==> config.mk <==
export PLATFORM = sky130hd
export DESIGN_NAME = psp_ram
export DESIGN_NICKNAME = d
export VERILOG_FILES = /design/src/rtl/core/psp_ram.sv
export SDC_FILE = /design/constraint.sdc
export NUM_CORES = 1
export LEC_CHECK = 0
export BUFFER_PORTS_ARGS = -buffer_cell sky130_fd_sc_hd__buf_2
export CAP_MARGIN = 20
export CORE_UTILIZATION = 25
export CTS_BUF_LIST = sky130_fd_sc_hd__clkbuf_16
export DETAILED_ROUTE_END_ITERATION = 16
export GPL_TIMING_DRIVEN = 0
export HOLD_SLACK_MARGIN = 0.06
export PLACE_DENSITY = 0.4
export SYNTH_ARGS = -nofsm -noshare
export SYNTH_HDL_FRONTEND = slang
export SYNTH_SLANG_ARGS = --single-unit
export TNS_END_PERCENT = 1
==> constraint.sdc <==
create_clock -name clk -period 2.5 [get_ports clk]
set_input_delay 0.375 -clock clk [delete_from_list [all_inputs] [get_ports clk]]
set_output_delay 0.375 -clock clk [all_outputs]
set_load 0.05 [all_outputs]
==> src/rtl/core/psp_ram.sv <==
`timescale 1ns / 1ps
`default_nettype none
// ----------------------------------------------------------------------------
// psp_ram
// Generic single-port RAM with registered read.
// ----------------------------------------------------------------------------
module psp_ram #(
	parameter int WIDTH = 8,
	parameter int DEPTH = 16
) (
	input  wire logic                     clk,
	input  wire logic                     we,
	input  wire logic [$clog2(DEPTH)-1:0] addr,
	input  wire logic [WIDTH-1:0]         wdata,
	output logic      [WIDTH-1:0]         rdata
);
	logic [WIDTH-1:0] mem_q [DEPTH];

	always_ff @(posedge clk) begin
		if (we) begin
			mem_q[addr] <= wdata;
		end
		rdata <= mem_q[addr];
	end
endmodule
`default_nettype wire

==> qor.csv <==
metric,value,unit
CTS resizes,0,
first-pass GRT wire length,16700,µm
routed length per instance,21.1,µm
area of the die,20800,µm²
Layout Cells excl Fill,547,
area grow syn2layout,20.1,%
slew margin rel.,37.3,%
status,completed,
via count,2369,
share of cells above drive strength 1,30.1,%
P_int,4.18,mW
final period utilization,85.4,%
slack of the critical path,364,ps
CTS tree,built,
setup repair bufs after CTS,0,
Max Clock Skew,13.9,ps
DRT iter0 DRCs,233,
post-synthesis register bit count,136,
Synth Warn #,0,
Logic pwr share,5.8,%
DR DRC count,0,
Total GRT Usage,12.3,%
# IOs,22,
Worst Path Max Fanout,10,
drt pass-1 iters,4,
nets@finish,284,
worst path required time,2540,ps
area of the mapped netlist,5070,µm²
clock latency on the worst-skew pair,420,ps
Worst-Margin Slew,937,ps
CTS Buffer Depth,2,
cts-stage hold buffer count,0,
Die Width,144,µm
Max stage delay on crit path,780,ps
switch share,20.9,%
clock sinks,136,
Crit-path slowest cell,nor2_1,
Port Buf Inserts,19,
"worst slack, placed",-104,ps
CP Cell Sequence,buf_2 > buf_1 > nand2_1 > nor2_1,
Finish-stage setup viols,0,
Worst setup SP type,input port,
CTS clock-pin slew for the worst setup and hold paths,60,ps
Min Hold Slack,362,ps
vias in the first global route,2461,
initial antenna violation count,0,
core box area,19700,µm²
hpwl dp,7310,µm
Final min period,2140,ps
cell count after synthesis,230,
pin count of the biggest net entering global routing,17,
RSZ-0062 raised after global routing,false,
sequential power share,48.5,%
placed insts,516,
Peak VDD IR,484,µV
Crit Path Category,in2reg,
PwrDens,868,nW/µm²
Antenna diodes,0,
Yosys cell types,18,
Worst setup EP type,register,
Via density,4.33,
power share of the clock group,45.7,%
total of max-cap violations,0,
Mapped Avg Cell Area,22.0,µm²
# rows,51,
final hold viol count,0,
# H-tree levels,4,
Die Span Y,144,µm
cts bufs inserted,17,
Initial Util,25.8,%
antenna-violating nets left,0,
root buf cell,clkbuf_16,
"Slew Viols, Final",0,
worst hold-check path type,in2reg,
reg2reg setup slack,1080,ps
critical path's top delay family,simple AND/OR/NAND/NOR gates,
post-synthesis sequential area ratio,79.0,%
Total Wirelength,11600,µm
CP arrival,2180,ps
Psw,1.11,mW
FMAX,468,MHz
WP buf/inv,2,
Routability Congestion,0.663,
grt ovf,0,
Lkg Pwr,1.93,nW
Post-Syn Nets,244,
-- Yosys cell counts, drive strengths merged --
| master | count | area [µm²] |
|---|---|---|
| nand2 | 9 | 33.8 |
| a22oi | 16 | 120 |
| buf | 8 | 47.5 |
| edfxtp | 128 | 3840 |
| nand3 | 1 | 5.00 |
| clkbuf | 3 | 12.5 |
| nor3 | 4 | 20.0 |
| mux4 | 32 | 721 |
| nor2 | 13 | 48.8 |
| nand2b | 2 | 12.5 |
| dfxtp | 8 | 160 |
| nand3b | 2 | 15.0 |
| or3b | 1 | 8.76 |
| and2 | 1 | 6.26 |
| nor2b | 2 | 12.5 |
-- layout by cell type, fill, tap and decap left out, types with 3 or more instances in the layout --
cell / n
a22oi_1: 16
buf_1: 4
buf_2: 21
bufinv_16: 3
clkbuf_16: 17
clkinv_1: 5
dfxtp_1: 8
edfxtp_1: 128
mux4_2: 32
nand2_1: 9
nor2_1: 13
-- metrics by stage --
| stage | TNS (ps) | utilization [%] | power (mW) | area, µm² |
|---|---|---|---|---|
| after floorplan | 0 | - | 2.79 | 5070 |
| after global placement | -3370 | 28.0 | 2.91 | 5490 |
| after detailed placement | -4010 | 28.1 | 2.92 | 5520 |
| after CTS | 0 | 31.0 | 5.33 | 6090 |
| after global routing | 0 | 31.0 | 5.46 | 6090 |
| final | 0 | 31.0 | 5.28 | 6090 |
-- power by group through the flow --
stage,Clock (mW),Combinational [mW],Sequential [mW]
2_1_floorplan,0,0.131,2.66
3_3_place_gp,0,0.308,2.61
3_5_place_dp,0,0.312,2.61
4_1_cts,2.46,0.312,2.56
5_1_grt,2.56,0.327,2.57
6_report,2.42,0.305,2.56
-- worst paths after layout --
| kind | cells past startpoint | from | to |
|---|---|---|---|
| worst max-delay path | 4 | addr[1] | mem_q[3][1] |
| worst max register to register | 3 | mem_q[6][2] | rdata[2] |
| worst min-delay path | 1 | wdata[0] | mem_q[0][0] |
| worst min register to register | 3 | mem_q[11][0] | rdata[0] |
-- state kept, by name, indices dropped and copies added, names as in the netlist --
register,flops
mem_q,128
rdata,8
-- final cells by class --
| cell class | count | area (µm²) |
|---|---|---|
| well taps | 265 | 332 |
| flip-flops and latches | 136 | 4000 |
| multi-input cells | 83 | 1010 |
| plain buffers | 11 | 60.1 |
| repair buffers | 21 | 110 |
| fillers | 1965 | 13600 |
| clock inverters | 14 | 141 |
| clock buffers | 17 | 425 |
-- cells by family after synthesis --
kind of cell	share of synthesized area, %
muxes	14.2
and+or+nand+nor	3.21
AOI/OAI and AO/OA	2.37
DFF	79.0
buffers and inverters	1.19
-- metal layers --
layer | GRT usage [%] | up-vias | share of wire, % | wire (µm)
met1 | 17.7 | 1248 | 49 | 5660
met5 | 0 | - | 0 | 0
met4 | 4.82 | 0 | 0.95 | 110
met3 | 3.84 | 9 | 5.7 | 659
li1 | - | 1042 | - | -
met2 | 17.0 | 70 | 44 | 5130
No activity file was read; power rests on OpenSTA's default activity.
