===== src/rtl/core/psp_div.sv =====
`timescale 1ns / 1ps
`default_nettype none
// ----------------------------------------------------------------------------
// psp_div
// Restoring divider, one quotient bit per cycle.
// ----------------------------------------------------------------------------
module psp_div #(
	parameter int NW = 40,
	parameter int DW = 25
) (
	input  wire logic          clk,
	input  wire logic          arst_n,
	input  wire logic          start,
	input  wire logic [NW-1:0] num,
	input  wire logic [DW-1:0] den,
	output logic               busy,
	output logic [NW-1:0]      quo,
	output logic [DW-1:0]      rem
);
	localparam int CW = $clog2(NW + 1);
	logic [CW-1:0]   cnt_q;
	logic [NW-1:0]   quo_q;
	logic [DW:0]     rem_q;
	logic [DW-1:0]   den_q;
	logic [DW:0]     trial;

	assign trial = {rem_q[DW-1:0], quo_q[NW-1]} - {1'b0, den_q};

	always_ff @(posedge clk or negedge arst_n) begin
		if (!arst_n) begin
			cnt_q <= '0;
		end else if (start) begin
			cnt_q <= CW'(NW);
		end else if (cnt_q != '0) begin
			cnt_q <= cnt_q - 1'b1;
		end
	end

	always_ff @(posedge clk) begin
		if (start) begin
			quo_q <= num;
			rem_q <= '0;
			den_q <= den;
		end else if (cnt_q != '0) begin
			if (!trial[DW]) begin
				rem_q <= trial;
				quo_q <= {quo_q[NW-2:0], 1'b1};
			end else begin
				rem_q <= {rem_q[DW-1:0], quo_q[NW-1]};
				quo_q <= {quo_q[NW-2:0], 1'b0};
			end
		end
	end

	assign busy = cnt_q != '0;
	assign quo = quo_q;
	assign rem = rem_q[DW-1:0];
endmodule
`default_nettype wire


===== config.mk =====
export PLATFORM = sky130hd
export DESIGN_NAME = psp_div
export DESIGN_NICKNAME = d
export VERILOG_FILES = /design/src/rtl/core/psp_div.sv
export SDC_FILE = /design/constraint.sdc
export NUM_CORES = 1
export LEC_CHECK = 0
export BUFFER_PORTS_ARGS = -buffer_cell sky130_fd_sc_hd__buf_4
export CAP_MARGIN = 30
export CORE_UTILIZATION = 45
export DETAILED_ROUTE_END_ITERATION = 8
export PLACE_DENSITY = 0.72
export SKIP_CTS_REPAIR_TIMING = 1
export SLEW_MARGIN = 20
export SYNTH_ARGS = -nofsm -noshare
export SYNTH_HDL_FRONTEND = slang
export SYNTH_SLANG_ARGS = --single-unit

===== constraint.sdc =====
create_clock -name clk -period 3.3 [get_ports clk]
set_input_delay 0.165 -clock clk [delete_from_list [all_inputs] [get_ports clk]]
set_output_delay 0.165 -clock clk [all_outputs]
set_load 0.02 [all_outputs]

==> results of run 1 <==
-- metrics by stage --
stage | total power, mW | hold slack, ns | setup WS (ns) | area (µm²) | instances
after global placement | 2.14 | -0.0233 | 0.395 | 6590 | 771
after global routing | 3.35 | 0.0994 | 0.109 | 7150 | 813
after floorplan | 1.90 | -0.131 | 0.334 | 5420 | 508
after CTS | 3.21 | -0.402 | 0.258 | 6890 | 787
after detailed placement | 2.16 | -0.0221 | 0.290 | 6590 | 771
final | 3.22 | 0.102 | 0.239 | 7150 | 813
-- synth_stat cells, drive strengths merged, types with 17 or more instances --
library cell	count	area (µm²)
edfxtp	65	1950
nor2	44	165
mux2	39	439
inv	36	135
o21ai	29	145
ha	26	325
dfxtp	25	500
a21oi	22	118
nand2	20	75.1
nand3	20	105
a311oi	17	155
clkbuf	17	63.8
-- critical path, stage by stage (launching register included) --
cell	delay, ns
edfxtp_1	0.37
inv_1	0.06
ha_1	0.22
fa_1	0.39
nand2b_1	0.21
a21o_1	0.19
a21oi_2	0.19
o221ai_2	0.16
a211oi_2	0.28
o31ai_4	0.08
nand3_1	0.10
or4b_1	0.46
a311oi_2	0.26
-- layer usage --
metal	vias to the layer above	GRT usage	routed length, µm
li1	2215	-	-
met1	2178	0.265	5720
met2	146	0.361	6790
met3	22	0.0408	636
met4	0	0.0874	276
met5	-	0	0
-- power groups by stage --
stage / clock (mW) / sequential (mW) / combinational [mW]
3_3_place_gp: 0 / 1.49 / 0.657
3_5_place_dp: 0 / 1.49 / 0.665
6_report: 1.06 / 1.47 / 0.695
2_1_floorplan: 0 / 1.57 / 0.333
4_1_cts: 1.07 / 1.47 / 0.671
5_1_grt: 1.12 / 1.48 / 0.751
-- worst paths after layout --
check                                               to  slack, ns  cells past startpoint
worst max register to register  rem_q[20]$_SDFFE_PP0P_       0.24                     12
worst max-delay path            rem_q[20]$_SDFFE_PP0P_       0.24                     12
worst min register to register  rem_q[17]$_SDFFE_PP0P_       0.54                      2
min in group asynchronous         cnt_q[5]$_DFFE_PN0P_       0.15                      2
max in group asynchronous         cnt_q[3]$_DFFE_PN0P_       3.03                      2
worst min-delay path                  quo[0]$_DFFE_PP_       0.10                      3
-- state kept, by name, summed over array words and instances, names as in the netlist --
register	count
den_q	25
cnt_q	6
quo	40
rem_q	25
-- layout make-up --
type / count / area (µm²) / area share
inverters: 36 / 135 / 0.0189
multi-input cells: 351 / 2580 / 0.362
clock buffers: 10 / 229 / 0.0320
flip-flops and latches: 96 / 2600 / 0.364
repair buffers: 171 / 1350 / 0.189
well taps: 143 / 179 / 0.0250
clock inverters: 6 / 67.6 / 0.00946
-- logic make-up after synthesis --
group	count (synthesis)
XOR/XNOR	19
flip-flops	96
buffers and inverters	61
AND/OR/NAND/NOR	143
AO/OA/AOI/OAI	123
adder cells (fa/ha/maj)	27
multiplexers	39
==> impl_metrics.tcl, run 1 <==
set metrics [dict create \
    run_status "finished with violations" \
    violations "design-rule violations" \
    synth_simple_gate_area_frac 0.136 \
    clock-skew-final_ns 0.00899 \
    diodes 0 \
    pwr-share-seq 0.455 \
    slew_headroom 0.506 \
    p_sw_mw 0.891 \
    min_from "num[0]" \
    internal_power_mw 2.33 \
    grt_max_degree 65 \
    netlist_area_mm2 0.00542 \
    wl_per_cell_um 16.5 \
    r2r_start "quo[39]$_DFFE_PP_" \
    clk_latency_ns 0.35 \
    final_common_cell "buf_4" \
    routabilityCongestion 0.902 \
    grt_usage 0.212 \
    period_minus_slack_ns 3.06 \
    cts-root-buf "clkbuf_16" \
    max-cap-violations 0 \
    grt_pass1_wl_um 21100 \
    grt_pass1_vias 4344 \
    fin_setup_tns_ns 0 \
    hold_path_class "input pin to register" \
    ys_ff_latch 96 \
    startpoint_type "register" \
    swShare 0.276 \
    fmaxAchievable_ghz 0.327 \
    async_flop_share 0.0625 \
    cts.sinks 96 \
    synth-adder-area-share 0.0638 \
    p_comb_frac 0.216 \
    synthToLayoutAreaGrowth_pct 32.0 \
    pin_count 134 \
    nFillCells 915 \
    worstSetupPathType "register to register" \
    finalHoldViolCount 0 \
    synth_edf_count 65 \
    route.detailed.drc 6 \
    drive_gt1_frac 0.319 \
    viasPerCell 5.61 \
    worstPathMaxFanout 4 \
    fp.dieW_um 112 \
    synthesis.nets 603 \
    placeableCoreArea_mm2 0.0116 \
    arrival_ns 3.32 \
    routed-via-count 4561 \
    yosys_most_used_dff "edfxtp_1" \
    die-height_um 112 \
    power.density_mw_per_mm2 451 \
    synth_compound_area_frac 0.163 \
    dp_hpwl_um 9430 \
    synth_xor_area_frac 0.0307 \
    setup_viol 0 \
    cp.required_ns 3.56 \
    initial_core_util 0.468 \
    antenna_left 0 \
    io_buffers 133 \
    cts_buffers 9 \
    fin_util 0.618 \
    synth_cell_type_count 62 \
    grt_overflow 0 \
    layout_common_cells "buf_4, edfxtp_1, nor2_1, mux2_2, inv_1" \
    clkTransAtPathRegs_ns 0.07 \
    dr.pass1.iters 7 \
    synth_mux_area_frac 0.0811 \
    rows 39 \
    crit_start "quo[39]$_DFFE_PP_" \
    synth.avg_cell_area_um2 10.7 \
    clock_path_buffers 2 \
    syn_inst 508 \
    tightest_slew_ns 0.741 \
    die_area_mm2 0.0125 \
    ir_drop_uv 348 \
    end_kind "register" \
    period_share 0.927 \
    nets 760 \
    cts_tree "built" \
    clkPwrFrac 0.329 \
    synth_warnings 0 \
    drt_iter0_markers 277 \
    drv_slew 0 \
    cts_htree_levels 3 \
    p_leak_nw 3.19 \
    yosysSeqAreaShare 0.481 \
    synth_top_family_by_area "compound AO/OA/AOI/OAI gates" \
    drt_wl_total_um 13400 \
    antenna_found_initial 0 \
    rsz0062_at_grt "false" \
]
Power figures use the tool's default switching activity.
==> inputs of run 2 (changes only) <==
--- a/config.mk
+++ b/config.mk
@@ -7,6 +7,7 @@
 export LEC_CHECK = 0
 export BUFFER_PORTS_ARGS = -buffer_cell sky130_fd_sc_hd__buf_4
 export CAP_MARGIN = 30
+export CORE_MARGIN = 4
 export CORE_UTILIZATION = 45
 export DETAILED_ROUTE_END_ITERATION = 8
 export PLACE_DENSITY = 0.72
==> run 2 against run 1 <==
Effect of this change: the flow now finishes without violations; maximum frequency rose by 2.1%; die area rose by 11%; critical path depth stayed put; global-route usage is 2.0 points lower; final cell count down 0.12%; setup slack gained 0.063 ns; critical endpoint unchanged; largest cell class unchanged; largest power group unchanged; highest routed layer unchanged.
==> impl_metrics.tcl, run 2 (synthesis results as in run 1) <==
set metrics [dict create \
    run_status "complete, no violations" \
    clkTransAtPathRegs_ns 0.07 \
    antenna_left 0 \
    antenna_found_initial 0 \
    ir_drop_uv 457 \
    clock_path_buffers 2 \
    cp_slowest_cell "or4b_1" \
    io_buffers 133 \
    finalHoldViolCount 0 \
    wl_per_cell_um 16.5 \
    swShare 0.277 \
    drive_gt1_frac 0.321 \
    route.detailed.drc 0 \
    final_common_cell "buf_4" \
    setup_viol 0 \
    placed_cell_area_mm2 0.00659 \
    path_buf_inv 1 \
    grt_max_degree 59 \
    end_kind "register" \
    routed-via-count 4478 \
    placeableCoreArea_mm2 0.0116 \
    cts_htree_levels 3 \
    arrival_ns 3.26 \
    p_leak_nw 3.19 \
    cts_tree "built" \
    tightest_slew_ns 0.666 \
    hold_path_class "input pin to register" \
    synthToLayoutAreaGrowth_pct 31.9 \
    diodes 0 \
    cts-root-buf "clkbuf_16" \
    drv_slew 0 \
    whs_ns 0.00557 \
    fin_setup_tns_ns 0 \
    die_area_mm2 0.0139 \
    fmaxAchievable_ghz 0.334 \
    grt_use_met2 0.318 \
    initial_core_util 0.466 \
    max-cap-violations 0 \
    finalPower_mw 3.24 \
    dr.pass1.iters 4 \
    clkPwrFrac 0.333 \
    power.density_mw_per_mm2 453 \
    worstPathMaxFanout 4 \
    top_usage_layer "met2" \
    cts_buffers 9 \
    min_from "den[3]" \
    nets 759 \
    period_minus_slack_ns 3.00 \
    grt_usage 0.192 \
    drt_iter0_markers 353 \
    fp.dieW_um 118 \
    r2r_start "quo[39]$_DFFE_PP_" \
    critical_path.top_delay_family "compound AO/OA/AOI/OAI gates" \
    pin_count 134 \
    layout_common_cells "buf_4, edfxtp_1, nor2_1, mux2_2, inv_1" \
    slew_headroom 0.556 \
    slowest_delay_ns 0.45 \
    worstSetupPathType "register to register" \
    final_area_mm2 0.00714 \
    cts.sinks 96 \
    dp_hpwl_um 9680 \
    largest_reg_flops 40 \
    pwr-share-seq 0.453 \
    path_cells "inv_1 > ha_1 > fa_1 > nand2b_1 > a21o_1 > a21oi_2 > o221ai_2 > a211oi_2 > o31ai_4 > nand3_1 > or4b_1 > a311oi_2" \
    period_share 0.908 \
    rsz0062_at_grt "false" \
    viasPerCell 5.51 \
    grt_pass1_wl_um 21800 \
    drt_wl_total_um 13400 \
    grt_pass1_vias 4290 \
    grt_overflow 0 \
    nFillCells 927 \
    fin_util 0.615 \
    clk_latency_ns 0.36 \
    crit_start "quo[39]$_DFFE_PP_" \
    p_sw_mw 0.896 \
    startpoint_type "register" \
    clock-skew-final_ns 0.0104 \
    rows 39 \
    cp.required_ns 3.56 \
    p_comb_frac 0.215 \
    grt_use_met3 0.0365 \
    internal_power_mw 2.34 \
    die-height_um 118 \
    grt_util_met1 0.250 \
    routabilityCongestion 0.909 \
]
run 2: cell types whose count changed in the layout (fill, tap and decap cells not counted):
cell,change
dlygate4sd3_1,-1
inv_8,+1
clkinvlp_4,-1
inv_6,+1
clkinv_1,-1
run 2: final timing paths:
check	end	slack [ns]	cells after the start
max in group asynchronous	cnt_q[3]$_DFFE_PN0P_	3.02	2
min reg2reg	cnt_q[2]$_DFFE_PN0P_	0.53	2
min in group asynchronous	cnt_q[5]$_DFFE_PN0P_	0.16	2
max reg2reg	rem_q[20]$_SDFFE_PP0P_	0.30	12
min	den_q[3]$_DFFE_PP_	0.006	1
max	rem_q[20]$_SDFFE_PP0P_	0.30	12
run 2: power by group through the flow:
stage               Sequential, mW  Combinational [mW]  Clock, mW
floorplan                     1.57               0.333          0
global placement              1.48               0.658          0
detailed placement            1.49               0.667          0
CTS                           1.47               0.671       1.11
global route                  1.48               0.756       1.15
finish                        1.46               0.695       1.08
run 2: layer usage:
metal,vias up,wire length (µm)
met3,18,560
met4,0,275
met5,-,0
met2,118,6580
met1,2123,5950
li1,2219,-
run 2: layout make-up:
type / instances / area, µm² / area share
clock buffers: 10 / 229 / 0.0320
well taps: 143 / 179 / 0.0250
repair buffers: 170 / 1340 / 0.187
flip-flops and latches: 96 / 2600 / 0.364
clock inverters: 6 / 76.3 / 0.0107
multi-input cells: 351 / 2580 / 0.362
inverters: 36 / 135 / 0.0189
run 2: metrics by stage:
| stage | cells | setup WS (ns) |
|---|---|---|
| final | 812 | 0.302 |
| after CTS | 787 | 0.305 |
| after global routing | 812 | 0.135 |
| after detailed placement | 771 | 0.347 |
| after global placement | 771 | 0.388 |
| after floorplan | 508 | 0.334 |
==> inputs of run 3 (changes only) <==
--- a/config.mk
+++ b/config.mk
@@ -10,7 +10,7 @@
 export CORE_MARGIN = 4
 export CORE_UTILIZATION = 45
 export DETAILED_ROUTE_END_ITERATION = 8
-export PLACE_DENSITY = 0.72
+export PLACE_DENSITY = 0.69
 export SKIP_CTS_REPAIR_TIMING = 1
 export SLEW_MARGIN = 20
 export SYNTH_ARGS = -nofsm -noshare
==> run 3 against run 2 <==
Effect of this change: critical path depth is the same; sequential power is essentially flat; utilization is essentially flat; largest power group unchanged; setup slack lost 0.062 ns.
==> impl_metrics.tcl, run 3 (synthesis results as in run 1) <==
set metrics [dict create \
    worstReg2RegEnd "rem_q[20]$_SDFFE_PP0P_" \
    rsz0062_at_grt "false" \
    slew_headroom 0.496 \
    swShare 0.274 \
    r2r_start "quo[39]$_DFFE_PP_" \
    clk_latency_ns 0.35 \
    io_buffers 133 \
    run_status "complete, no violations" \
    fmaxAchievable_ghz 0.327 \
    clock_path_buffers 2 \
    ff2ff_path_depth 12 \
    p_leak_nw 3.19 \
    wl_per_cell_um 16.9 \
    fp.dieW_um 118 \
    dr.pass1.iters 6 \
    routabilityCongestion 0.895 \
    route.detailed.drc 0 \
    holdPathEnd "quo[36]$_DFFE_PP_" \
    cts_htree_levels 3 \
    path_buf_inv 1 \
    p_comb_frac 0.217 \
    drv_slew 0 \
    pwr-share-seq 0.456 \
    placed_cell_area_mm2 0.00659 \
    clock-skew-final_ns 0.0140 \
    grt_pass1_vias 4381 \
    cts.sinks 96 \
    antenna_found_initial 0 \
    cts_tree "built" \
    max-cap-violations 0 \
    fin_util 0.615 \
    die-height_um 118 \
    die_area_mm2 0.0139 \
    viasPerCell 5.54 \
    finalHoldViolCount 0 \
    clkTransAtPathRegs_ns 0.07 \
    power.density_mw_per_mm2 449 \
    tightest_slew_ns 0.756 \
    dp_hpwl_um 9850 \
    internal_power_mw 2.33 \
    end_kind "register" \
    cp.required_ns 3.56 \
    slowest_delay_ns 0.47 \
    synthToLayoutAreaGrowth_pct 32.0 \
    period_minus_slack_ns 3.06 \
    layout_setup_ws_ns 0.241 \
    cts-root-buf "clkbuf_16" \
    reg2reg_slack_ns 0.24 \
    finalPower_mw 3.21 \
    place_ws_ns 0.295 \
    stdcell_count 812 \
    worst-path-stages 12 \
    grt_max_degree 65 \
    cts_buffers 9 \
    grt_overflow 0 \
    path_cells "inv_1 > ha_1 > fa_1 > nand2b_1 > a21o_1 > a21oi_2 > o221ai_2 > a211oi_2 > o31ai_4 > nand3_1 > or4b_1 > a311oi_2" \
    worstPathMaxFanout 4 \
    setup_viol 0 \
    routed-via-count 4502 \
    diodes 0 \
    nets 759 \
    ir_drop_uv 486 \
    largest_reg_flops 40 \
    worstSetupPathType "register to register" \
    rows 39 \
    holdPathStages 2 \
    initial_core_util 0.466 \
    fin_setup_tns_ns 0 \
    drive_gt1_frac 0.318 \
    layout_common_cells "buf_4, edfxtp_1, nor2_1, mux2_2, inv_1" \
    clkPwrFrac 0.327 \
    drt_wl_total_um 13700 \
    crit_start "quo[39]$_DFFE_PP_" \
    min_from "num[36]" \
    final_common_cell "buf_4" \
    startpoint_type "register" \
    placeableCoreArea_mm2 0.0116 \
    critical_path.top_delay_family "compound AO/OA/AOI/OAI gates" \
    grt_pass1_wl_um 22100 \
    place_inst 770 \
    p_sw_mw 0.879 \
    whs_ns 0.112 \
    drt_iter0_markers 299 \
    nFillCells 989 \
    final_area_mm2 0.00715 \
    antenna_left 0 \
    arrival_ns 3.32 \
    hold_path_class "input pin to register" \
    pin_count 134 \
    grt_usage 0.195 \
    cp_slowest_cell "or4b_1" \
    period_share 0.927 \
]
## run 3: layer usage
metal,part of all wire,vias up,global-route usage
met3,0.055,23,0.0605
met4,0.018,0,0.0593
li1,-,2208,-
met5,0,-,0
met2,0.49,146,0.321
met1,0.44,2125,0.247
## run 3: power groups by stage
stage                     registers, mW  logic [mW]  clock network (mW)
final                              1.47       0.697                1.05
after global routing               1.48       0.755                1.12
after CTS                          1.47       0.673                1.08
after detailed placement           1.49       0.669                   0
after global placement             1.48       0.658                   0
after floorplan                    1.57       0.333                   0
## run 3: area by class of cell
class,instances,area [µm²],area share
Sequential cell,96,2600,0.364
Multi-Input combinational cell,351,2580,0.361
Timing Repair Buffer,170,1350,0.189
Clock buffer,10,229,0.0320
Tap cell,143,179,0.0250
Inverter,36,135,0.0189
Clock inverter,6,67.6,0.00945
## run 3: how the worst max path moves through the flow
stage                              to  slack (ns)
2_1_floorplan        quo[0]$_DFFE_PP_        0.33
3_3_place_gp   rem_q[20]$_SDFFE_PP0P_        0.38
3_5_place_dp   rem_q[20]$_SDFFE_PP0P_        0.30
4_1_cts        rem_q[20]$_SDFFE_PP0P_        0.27
5_1_grt        rem_q[20]$_SDFFE_PP0P_        0.08
6_report       rem_q[20]$_SDFFE_PP0P_        0.24
